===== src/hw/rtl/mstc_pkg.sv =====
// Types, constants and table functions of the millisecond calendar clock.
// Stands alone; used by every other file of the block but assert_macros.svh.
`timescale 1ns / 1ps

package mstc_pkg;

    localparam int unsigned CntW   = 32;
    localparam int unsigned OfsW   = 37;
    localparam int unsigned RemW   = 36;
    localparam int unsigned QuotW  = 26;
    localparam int unsigned StepW  = 5;
    localparam int unsigned CfgIdxW = 2;

    localparam logic [1:0] MODE_TICK  = 2'd0;
    localparam logic [1:0] MODE_SET   = 2'd1;
    localparam logic [1:0] MODE_QUERY = 2'd2;

    localparam logic [CfgIdxW-1:0] REG_START_OFS = 2'd0;
    localparam logic [CfgIdxW-1:0] REG_EPOCH     = 2'd1;

    // Last divider step of each quotient field: day, hour, minute, second.
    localparam logic [StepW-1:0] DAY_LAST  = 5'd8;
    localparam logic [StepW-1:0] HOUR_LAST = 5'd13;
    localparam logic [StepW-1:0] MIN_LAST  = 5'd19;
    localparam logic [StepW-1:0] SEC_LAST  = 5'd25;

    localparam logic [RemW-1:0] DIV_DAY  = 36'd86400000;
    localparam logic [RemW-1:0] DIV_HOUR = 36'd3600000;
    localparam logic [RemW-1:0] DIV_MIN  = 36'd60000;
    localparam logic [RemW-1:0] DIV_SEC  = 36'd1000;

    typedef struct packed {
        logic [1:0]  mode;
        logic [15:0] set_year;
        logic [3:0]  set_month;
        logic [4:0]  set_day;
        logic [4:0]  set_hour;
        logic [5:0]  set_minute;
        logic [5:0]  set_second;
    } t_in_item;

    typedef struct packed {
        logic [15:0] year;
        logic [3:0]  month;
        logic [8:0]  day_of_month;
        logic [4:0]  hour;
        logic [5:0]  minute;
        logic [5:0]  second;
        logic [31:0] ms_count;
        logic [31:0] epoch;
    } t_out_item;

    // Day of year at which month m starts, zero based; zero for codes outside 1..12.
    function automatic logic [8:0] month_start(input logic leap, input logic [3:0] m);
        logic [8:0] base;
        unique case (m)
            4'd1:    base = 9'd0;
            4'd2:    base = 9'd31;
            4'd3:    base = 9'd59;
            4'd4:    base = 9'd90;
            4'd5:    base = 9'd120;
            4'd6:    base = 9'd151;
            4'd7:    base = 9'd181;
            4'd8:    base = 9'd212;
            4'd9:    base = 9'd243;
            4'd10:   base = 9'd273;
            4'd11:   base = 9'd304;
            4'd12:   base = 9'd334;
            default: base = 9'd0;
        endcase
        return base + {8'd0, (leap && (m >= 4'd3) && (m <= 4'd12))};
    endfunction

    // Milliseconds per unit of each set field: day, hour, minute, second.
    function automatic logic [26:0] term_mult(input logic [1:0] k);
        logic [26:0] r;
        unique case (k)
            2'd0: r = 27'd86400000;
            2'd1: r = 27'd3600000;
            2'd2: r = 27'd60000;
            2'd3: r = 27'd1000;
        endcase
        return r;
    endfunction

    // Shifted divisor tried at each step of the restoring divider.
    function automatic logic [RemW-1:0] div_sub(input logic [StepW-1:0] step);
        logic [RemW-1:0] r;
        priority if (step <= DAY_LAST)  r = DIV_DAY  << (DAY_LAST - step);
        else if (step <= HOUR_LAST)     r = DIV_HOUR << (HOUR_LAST - step);
        else if (step <= MIN_LAST)      r = DIV_MIN  << (MIN_LAST - step);
        else if (step <= SEC_LAST)      r = DIV_SEC  << (SEC_LAST - step);
        else                            r = '0;
        return r;
    endfunction

endpackage


===== src/hw/rtl/mstc_div.sv =====
// Bit-serial restoring divider: splits a millisecond count into day, hour,
// minute and second, one quotient bit per cycle. Depends on mstc_pkg.
`timescale 1ns / 1ps

module mstc_div (
    input  logic                           i_clk,
    input  logic                           i_rst_n,
    input  logic                           i_start,
    input  logic [mstc_pkg::RemW-1:0]      i_dividend,
    output logic                           o_done,
    output logic [mstc_pkg::QuotW-1:0]     o_quot
);

    logic                          r_busy;
    logic                          r_done;
    logic [mstc_pkg::StepW-1:0]    r_step;
    logic [mstc_pkg::RemW-1:0]     r_rem;
    logic [mstc_pkg::QuotW-1:0]    r_quot;
    logic [mstc_pkg::RemW:0]       w_diff;
    logic                          w_take;

    assign w_diff = {1'b0, r_rem} - {1'b0, mstc_pkg::div_sub(r_step)};
    assign w_take = !w_diff[mstc_pkg::RemW];

    always_ff @(posedge i_clk) begin
        if (!i_rst_n) begin
            r_busy <= 1'b0;
            r_done <= 1'b0;
            r_step <= '0;
        end else begin
            r_done <= r_busy && !i_start && (r_step == mstc_pkg::SEC_LAST);
            if (i_start) begin
                r_busy <= 1'b1;
                r_step <= '0;
            end else if (r_busy) begin
                if (r_step == mstc_pkg::SEC_LAST) begin
                    r_busy <= 1'b0;
                end else begin
                    r_step <= r_step + 1'b1;
                end
            end
        end
    end

    // Remainder carries over from one field to the next.
    always_ff @(posedge i_clk) begin
        if (i_start) begin
            r_rem <= i_dividend;
        end else if (r_busy) begin
            if (w_take) begin
                r_rem <= w_diff[mstc_pkg::RemW-1:0];
            end
            r_quot <= {r_quot[mstc_pkg::QuotW-2:0], w_take};
        end
    end

    assign o_done = r_done;
    assign o_quot = r_quot;

endmodule


===== src/hw/rtl/ms_tick_calendar_clock_top.sv =====
// Millisecond calendar clock: tick counter, calendar set and time readout.
// Items pass S_LOAD, the 26-step bit-serial divider (S_DIV) and S_FIN; set items
// first run the serial year check and field sum. With the year unset the divider
// is skipped. The next item is taken in the same cycle that the result is shown.
// Reset (synchronous, active low): counter, epoch and year cleared, time unset.
`timescale 1ns / 1ps

module ms_tick_calendar_clock_top (
    input  logic                                i_clk,
    input  logic                                i_rst_n,
    input  logic                                i_in_valid,
    output logic                                o_in_ready,
    input  mstc_pkg::t_in_item                  i_in,
    output logic                                o_out_valid,
    input  logic                                i_out_ready,
    output mstc_pkg::t_out_item                 o_out,
    input  logic                                i_cfg_valid,
    output logic                                o_cfg_ready,
    input  logic [mstc_pkg::CfgIdxW-1:0]        i_cfg_index,
    input  logic [31:0]                         i_cfg_data
);

    typedef enum logic [5:0] {
        S_IDLE = 6'b000001,
        S_LEAP = 6'b000010,
        S_SUM  = 6'b000100,
        S_LOAD = 6'b001000,
        S_DIV  = 6'b010000,
        S_FIN  = 6'b100000
    } t_state;

    t_state                          r_state;
    logic [mstc_pkg::CntW-1:0]       r_cnt;
    logic [31:0]                     r_epoch;
    logic [15:0]                     r_year;
    logic                            r_leap;
    logic signed [mstc_pkg::OfsW-1:0] r_ofs;
    mstc_pkg::t_in_item              r_item;
    logic [15:0]                     r_y_sh;
    logic [4:0]                      r_mod25;
    logic [3:0]                      r_bitcnt;
    mstc_pkg::t_out_item             r_out;
    logic                            r_out_valid;

    logic                            w_accept;
    logic                            w_out_free;
    logic [5:0]                      w_mod_v;
    logic [4:0]                      w_mod_n;
    logic                            w_leap_set;
    logic [8:0]                      w_op;
    logic [35:0]                     w_prod;
    logic signed [mstc_pkg::OfsW-1:0] w_total;
    logic [mstc_pkg::RemW-1:0]       w_t;
    logic                            w_div_start;
    logic                            w_div_done;
    logic [mstc_pkg::QuotW-1:0]      w_quot;
    logic [8:0]                      w_day;
    logic [3:0]                      w_mon;
    mstc_pkg::t_out_item             w_res;

    assign w_accept   = i_in_valid && o_in_ready;
    assign w_out_free = !r_out_valid || i_out_ready;

    // Serial remainder of the year by 25, fed MSB first.
    assign w_mod_v = {r_mod25, r_y_sh[15]};
    assign w_mod_n = (w_mod_v >= 6'd25) ? 5'(w_mod_v - 6'd25) : w_mod_v[4:0];

    // Leap: divisible by 4 and not by 25, or by 16 and by 25.
    assign w_leap_set = ((r_item.set_year[1:0] == 2'd0) && (r_mod25 != 5'd0)) ||
                        ((r_item.set_year[3:0] == 4'd0) && (r_mod25 == 5'd0));

    always_comb begin
        unique case (r_bitcnt[1:0])
            2'd0: w_op = {4'd0, r_item.set_day} +
                         mstc_pkg::month_start(w_leap_set, r_item.set_month);
            2'd1: w_op = {4'd0, r_item.set_hour};
            2'd2: w_op = {3'd0, r_item.set_minute};
            2'd3: w_op = {3'd0, r_item.set_second};
        endcase
    end

    assign w_prod = w_op * mstc_pkg::term_mult(r_bitcnt[1:0]);

    // Clamp a time before year start to zero.
    assign w_total     = r_ofs + $signed({5'd0, r_cnt});
    assign w_t         = w_total[mstc_pkg::OfsW-1] ? '0 : w_total[mstc_pkg::RemW-1:0];
    assign w_div_start = (r_state == S_LOAD) && (r_year != 16'd0);

    mstc_div u_div (
        .i_clk      (i_clk),
        .i_rst_n    (i_rst_n),
        .i_start    (w_div_start),
        .i_dividend (w_t),
        .o_done     (w_div_done),
        .o_quot     (w_quot)
    );

    always_comb begin
        w_day = w_quot[25:17];
        w_mon = 4'd1;
        for (int k = 2; k <= 12; k++) begin
            if (mstc_pkg::month_start(r_leap, 4'(k)) <= w_day) begin
                w_mon = w_mon + 4'd1;
            end
        end
        w_res          = '0;
        w_res.year     = r_year;
        w_res.ms_count = r_cnt;
        w_res.epoch    = r_epoch;
        if (r_year != 16'd0) begin
            w_res.month        = w_mon;
            w_res.day_of_month = w_day - mstc_pkg::month_start(r_leap, w_mon);
            w_res.hour         = w_quot[16:12];
            w_res.minute       = w_quot[11:6];
            w_res.second       = w_quot[5:0];
        end
    end

    always_ff @(posedge i_clk) begin
        if (!i_rst_n) begin
            r_state     <= S_IDLE;
            r_cnt       <= '0;
            r_epoch     <= '0;
            r_year      <= '0;
            r_leap      <= 1'b0;
            r_ofs       <= '0;
            r_out_valid <= 1'b0;
            r_bitcnt    <= '0;
        end else begin
            if (r_out_valid && i_out_ready && (r_state != S_FIN)) begin
                r_out_valid <= 1'b0;
            end
            if (i_cfg_valid && o_cfg_ready) begin
                if (i_cfg_index == mstc_pkg::REG_START_OFS) begin
                    r_cnt <= i_cfg_data;
                end else if (i_cfg_index == mstc_pkg::REG_EPOCH) begin
                    r_epoch <= i_cfg_data;
                end
            end
            unique case (r_state)
                S_IDLE: begin
                    if (w_accept) begin
                        r_bitcnt <= '0;
                        if (i_in.mode == mstc_pkg::MODE_TICK) begin
                            r_cnt   <= r_cnt + 1'b1;
                            r_state <= S_LOAD;
                        end else if (i_in.mode == mstc_pkg::MODE_SET) begin
                            r_ofs   <= -$signed({5'd0, r_cnt});
                            r_state <= S_LEAP;
                        end else begin
                            r_state <= S_LOAD;
                        end
                    end
                end
                S_LEAP: begin
                    r_bitcnt <= r_bitcnt + 1'b1;
                    if (r_bitcnt == 4'd15) begin
                        r_state <= S_SUM;
                    end
                end
                S_SUM: begin
                    r_ofs    <= r_ofs + $signed({1'b0, w_prod});
                    r_bitcnt <= r_bitcnt + 1'b1;
                    if (r_bitcnt[1:0] == 2'd3) begin
                        r_year  <= r_item.set_year;
                        r_leap  <= w_leap_set;
                        r_state <= S_LOAD;
                    end
                end
                S_LOAD: begin
                    r_state <= (r_year != 16'd0) ? S_DIV : S_FIN;
                end
                S_DIV: begin
                    if (w_div_done) begin
                        r_state <= S_FIN;
                    end
                end
                S_FIN: begin
                    if (w_out_free) begin
                        r_out_valid <= 1'b1;
                        r_state     <= S_IDLE;
                    end
                end
                default: r_state <= S_IDLE;
            endcase
        end
    end

    // Item capture, year shift line and result register.
    always_ff @(posedge i_clk) begin
        if (w_accept) begin
            r_item  <= i_in;
            r_y_sh  <= i_in.set_year;
            r_mod25 <= '0;
        end else if (r_state == S_LEAP) begin
            r_y_sh  <= {r_y_sh[14:0], 1'b0};
            r_mod25 <= w_mod_n;
        end
        if ((r_state == S_FIN) && w_out_free) begin
            r_out <= w_res;
        end
    end

    assign o_in_ready  = (r_state == S_IDLE);
    assign o_cfg_ready = 1'b1;
    assign o_out_valid = r_out_valid;
    assign o_out       = r_out;

endmodule


===== config.mk =====
export PLATFORM = sky130hd
export DESIGN_NAME = ms_tick_calendar_clock_top
export DESIGN_NICKNAME = d
export VERILOG_FILES = /design/src/hw/rtl/mstc_pkg.sv /design/src/hw/rtl/mstc_div.sv /design/src/hw/rtl/ms_tick_calendar_clock_top.sv
export SDC_FILE = /design/constraint.sdc
export NUM_CORES = 1
export LEC_CHECK = 0
export CORE_MARGIN = 4
export CORE_UTILIZATION = 55
export CTS_BUF_LIST = sky130_fd_sc_hd__clkbuf_8
export DETAILED_ROUTE_END_ITERATION = 16
export DONT_BUFFER_PORTS = 1
export HOLD_SLACK_MARGIN = 0.05
export PLACE_DENSITY_LB_ADDON = 0.05
export SYNTH_ARGS = -nofsm -noshare
export SYNTH_HDL_FRONTEND = slang
export SYNTH_SLANG_ARGS = --single-unit
export TNS_END_PERCENT = 20

===== constraint.sdc =====
create_clock -name i_clk -period 9.1 [get_ports i_clk]
set_input_delay 0.455 -clock i_clk [delete_from_list [all_inputs] [get_ports i_clk]]
set_output_delay 0.455 -clock i_clk [all_outputs]
set_load 0.02 [all_outputs]

* Word-level counts from Yosys, hierarchy flattened
Memories as Yosys holds them, arrays and structs flattened. A register that Yosys moved wholly into a read port is not among the register bits.
Index checks and enable logic that the tools add are counted.
** Operators by class
- Add/sub/neg operators :: 36
- Multiply operators :: 1
- Magnitude comparators :: 20
- Equal/unequal tests :: 22
- Shifts and indexed selects :: 4
- Multiplexer cells :: 53
- Bitwise gates (word level) :: 4
- Reduce and logical (&&, ||, !) cells :: 40
** Operators with widths (number)
- $mux W36 :: 8
- $mux W32 :: 5
- $mux W37 :: 3
- $pmux W27 S4 :: 1
- $pmux W37 S2 :: 1
- $le A9 B9 Y1 :: 7
- $mux W4 :: 14
- $add A4 B1 Y4 const B :: 11
- $add A37 B33 Y37 :: 1
- $add A37 B37 Y37 :: 1
- $neg A32 Y37 :: 1
- $sub A36 B36 Y37 :: 1
- $add A8 B1 Y9 const A :: 4
- $mul A9 B27 Y36 :: 1
- $mux W6 :: 6
- $pmux W6 S6 :: 1
- $pmux W9 S4 :: 1
- $shl A10 B5 Y36 const A :: 1
- $shl A16 B5 Y36 const A :: 1
- $shl A22 B5 Y36 const A :: 1
- $shl A27 B5 Y36 const A :: 1
- $add A32 B1 Y32 const B :: 1
- $mux W16 :: 2
- $add A9 B1 Y9 const A :: 3
- other kinds (50) :: 103
** Word-level totals
- Bits in registers :: 371
- Memory bits (read-only) :: 288
- Logic and storage cells :: 211
- Memories kept :: 2
** Memories
- (no name shown) :: depth 16, width 9, rd ports 1, clocked after memory_dff 0, wr ports 0, RTL line mstc_pkg.sv:56 : unique case (m)
- (no name shown) :: depth 16, width 9, rd ports 1, clocked after memory_dff 1, wr ports 0, RTL line mstc_pkg.sv:56

* Longest topological paths before layout
- Depth after elaboration :: 27
- Depth in mapped cells :: 52
- Gate-level depth less buffers :: 51

* Cells and area by module
Synthesis repeated with hierarchy kept, for this count alone.
** Second synthesis, totals
- Cell total of the unflattened synthesis :: 3393
- Area, all modules :: 30411.7 um2
** Modules (own cells, without submodules)
- ms_tick_calendar_clock_top :: times used 1, cells an instance 2519, area each 23462.5 um2, seq. area each 7907.6 um2
- mstc_div :: times used 1, cells an instance 874, area each 6949.2 um2, seq. area each 1911.8 um2

* Worst setup path before layout
No wires, ideal clock.
- Kind :: flip-flop to flip-flop
- From :: register u_div.r_quot, in the netlist u_div.o_quot[18]
- To :: register r_out, in the netlist o_out[89], data pin
- Library setup time :: 0.144 ns
- Arrival :: 9.416 ns
- Setup slack :: -0.461 ns
- Cell stages (with the launch flop) :: 50
- Path buffers :: 1
- Clock period less this slack :: 9.561 ns
- Cells stage by stage :: edfxtp_1 -> inv_1 -> ha_1 -> nand2b_1 -> a21oi_1 -> o22ai_1 -> a311o_1 -> inv_1 -> fa_1 -> o21ai_0 -> or3_1 -> o2111ai_2 -> nor3_2 -> clkinv_2 -> ha_1 -> nand2_1 -> nand2_1 -> ha_1 -> (+14 left out) -> a21o_1 -> and2_4 -> buf_6 -> mux2_4 -> fa_1 -> inv_1 -> ha_1 -> nor2_1 -> fa_1 -> nand2_1 -> a21oi_1 -> o21bai_1 -> a21oi_1 -> o21bai_1 -> a21oi_1 -> xnor2_1 -> a2111o_1 -> o21ai_1
** On the way
- Cells in the longest elaborated chain, start to end :: 27
- Elaborated cells on any way between the ends :: 40
- Classes of those cells :: add/sub (12); order compare (13); mux (12); reduce/logical (2); memory (1)
** Ends and longest elaborated chain
- start, declared :: RTL line mstc_div.sv:18 : logic [mstc_pkg::QuotW-1:0] r_quot;
- start signal, assigned :: RTL line mstc_div.sv:53 : r_quot <= {r_quot[mstc_pkg::QuotW-2:0], w_take};
- parallel branches: the longest is 26 deep, another holds $le A5 B9 Y1
- $sub A9 B9 Y9 (*) :: RTL line ms_tick_calendar_clock_top.sv:112 : w_res.day_of_month = w_day - mstc_pkg::month_start(r_leap, w_mon);
- end signal, assigned :: RTL line ms_tick_calendar_clock_top.sv:200 : r_out <= w_res;
- end, declared :: RTL line ms_tick_calendar_clock_top.sv:42 : mstc_pkg::t_out_item r_out;
Every way passes the cells marked *. The select of a mux whose other input is x is not followed.
A chain may end at the register's enable or synchronous reset.

* Final worst setup path
- From :: register r_leap
- To :: register r_out, in the netlist o_out[89], data pin
** On the way
- Cells in the longest elaborated chain, start to end :: 26
- Elaborated cells on any way between the ends :: 47
- Classes of those cells :: add/sub (21); order compare (12); mux (11); reduce/logical (2); memory (1)
** Ends and longest elaborated chain
- start, declared :: RTL line ms_tick_calendar_clock_top.sv:36 : logic r_leap;
- start signal, assigned :: RTL line ms_tick_calendar_clock_top.sv:166 : r_leap <= w_leap_set;
- parallel branches: the longest is 24 deep, another holds $le A7 B9 Y1
- $add A9 B1 Y9 (*) :: RTL line mstc_pkg.sv:71 : return base + {8'd0, (leap && (m >= 4'd3) && (m <= 4'd12))};
- $sub A9 B9 Y9 (*) :: RTL line ms_tick_calendar_clock_top.sv:112
Marked as above.

==> flow_summary.toml <==
[status]
status = "finished with violations"
violations = "setup timing"

[setup_path]
worstPathArrival_ns = 9.84
cpMostUsedCell = "ha_4"
critPathSlowestCell = "fa_2"
timing.critical_path.required_ns = 9.60
timing.critical_path.fanout_max = 5
crit_path_start_kind = "flop"
slowest_delay_ns = 0.58
worstSetupEndpointType = "flop"
crit_buf_inv = 3
path_type_of_the_worst_setup_path = "flop to flop"
crit_family = "adder cells"
worst-r2r-setup-slack_ns = -0.24

[timing]
timing_max_transition_violations_final = 0
finClkSkew_ns = 0.03294
timing.fmax_mhz = 107.1
timing.final.setup_violations = 3
timing.final.crit_share_pct = 102.6
timing.max_slew.rel_slack_pct = 20.33
worst-slew-pin-transition_ns = 1.162
timing.setup.tns_ns = -0.2888
timing.final.ws_setup_ns = -0.2398
timing.final.hold_violations = 0
unrepaired_setup_endpoints_after_global_routing = "yes"
timing.final.crit_period_ns = 9.340

[synthesis]
ys_ff_latch = 377
synth_ff_type = "edfxtp_1"
postSynth.asyncResetShare_pct = 0
post_synth_inst_count = 3239
synthesis.area_um2 = 29410
number_of_enable_type_register_cells_in_the_synthesized_netlist = 227
yosys_warnings = 0
synth.avg_cell_area_um2 = 9.080
post_synth_num_cell_types = 101
ys_seq_area_share_pct = 33.39

[layout]
layout-drive-gt1-share_pct = 12.45
most_common_library_cell_in_the_layout_ignoring_fill_and_taps = "nand2_1"
finalCoreUtilization_pct = 63.76
fin_cells = 4140
finalNetCount = 3853
layout.filler_cells = 4339
layout_common_cells = "nand2_1 (368), inv_1 (305), ha_1 (249)"
flow.area_growth_from_synthesis_pct = 14.38

[detailed_routing]
route.detailed.drc = 0
wl_per_cell_um = 21.34
drtIter0Drc = 2092
routed_wirelength_mm = 88.36
antenna_left = 0
drt_pre_antenna_iters = 6
vias = 25150
routed_via_density = 6.075

[placement]
post-place-cells = 3911
gp_routability_congestion = 1.008
dp.final_hpwl_mm = 66.49
io_buffer_count = 0
dp_worst_setup_slack_ns = -0.2980

[clock_tree]
clk_latency_ns = 0.65
clock_tree.root_cell = "clkbuf_8"
htreeDepth = 3
cts_buf_count = 67
clk_pin_slew_worst_paths_ns = 0.07
clock_path_buffers = 3
cts_tree = "built"
clock-sinks = 377

[floorplan]
ios = 196
core.rowCount = 84
std_cell_core_area_um2 = 52760
die_outline_height_um = 239.2
die_x_um = 239.2
initial_core_util_pct = 55.74
design.die.area_um2 = 57240

[run]
drv.max_cap_violation_count = 0

[global_routing]
overflow = 0
groute.usage.overall_pct = 29.95
number_of_antenna_violations_at_the_first_check_in_global_routing = 4
pin_count_of_the_biggest_net_entering_global_routing = 128
grt_first_pass_wirelength_mm = 135.8
grt_pass1_vias = 24580

[hold_path]
hold_class = "primary input to flop"
worst paths after layout:
kind                                startpoint  cells after the start   endpoint
worst min register to register     r_epoch[27]                      0  o_out[27]
worst max register to register          r_leap                     46  o_out[89]
worst max-delay path                    r_leap                     46  o_out[89]
worst min-delay path            i_cfg_data[18]                      2  r_cnt[18]
synth_stat cells (74+ instances only):
cell type	instances	area, um^2
inv_1	288	1081
edfxtp_1	227	6817
dfxtp_1	150	3003
nor2_1	183	686.9
fa_1	108	2162
o21ai_0	180	900.9
ha_1	267	3341
clkbuf_1	130	488.0
xnor2_1	104	910.9
xor2_1	74	648.1
nand2_1	375	1408
a21oi_1	174	870.8
per-layer routing:
metal / track usage (%) / vias to the layer above / part of all wire (%)
li1: - / 11850 / -
met1: 37.42 / 12090 / 41
met2: 51.10 / 945 / 48
met3: 5.158 / 270 / 6.0
met4: 13.40 / 0 / 5.0
met5: 0 / - / 0
stage by stage:
stage,hold WS [ns],instance area (um^2)
4_1_cts,0.05178,32960
6_report,0.1011,33640
3_5_place_dp,0.4160,30840
3_3_place_gp,0.4112,30840
2_1_floorplan,0.4081,29580
5_1_grt,0.08522,33630
logic make-up (layout without fill, tap and decap cells):
group / Yosys count / after routing / share of synthesized area (%)
DFF: 377 / 377 / 33.39
xor gates and xnor gates: 180 / 180 / 5.450
muxes: 33 / 33 / 1.251
adders and majority gates: 375 / 375 / 18.71
AOI/OAI and AO/OA: 846 / 846 / 19.31
buffers and inverters: 444 / 647 / 5.790
other: 2 / 12 / 0.02553
and+or+nand+nor: 982 / 982 / 16.07
sequential cells by signal, indices dropped and copies added (netlist names), named ones only:
signal,count
r_y_sh,16
u_div.o_quot,26
r_leap,1
r_ofs,37
u_div.r_busy,1
r_epoch,32
r_year,16
r_mod25,5
u_div.o_done,1
u_div.r_rem,33
u_div.r_step,5
o_out_valid,1
r_state,6
o_out,110
r_bitcnt,4
r_cnt,32
r_item,42
area by class of cell:
class | count | area (um^2) | share of cell area (%)
multi-input cells | 2423 | 18630 | 55.37
flip-flops and latches | 377 | 9824 | 29.20
well taps | 688 | 860.8 | 2.559
clock inverters | 47 | 234.0 | 0.6955
clock buffers | 74 | 1018 | 3.028
inverters | 295 | 1112 | 3.307
diodes | 5 | 12.51 | 0.03719
repair buffers | 231 | 1952 | 5.802
repair_timing:
| item | CTS | global route |
|---|---|---|
| pin swaps | 15 | 47 |
| resized for setup | 9 | 108 |
| cloned | 0 | 0 |
| hold endpoints to repair | 184 | 0 |
| hold buffers | 77 | 0 |
| endpoints found under the setup margin | 7 | 21 |
| buffers inserted | 6 | 20 |
Power is left out: the tool's default activity adds up to more than one toggle a clock period on the data nets, which glitch-free logic cannot reach.
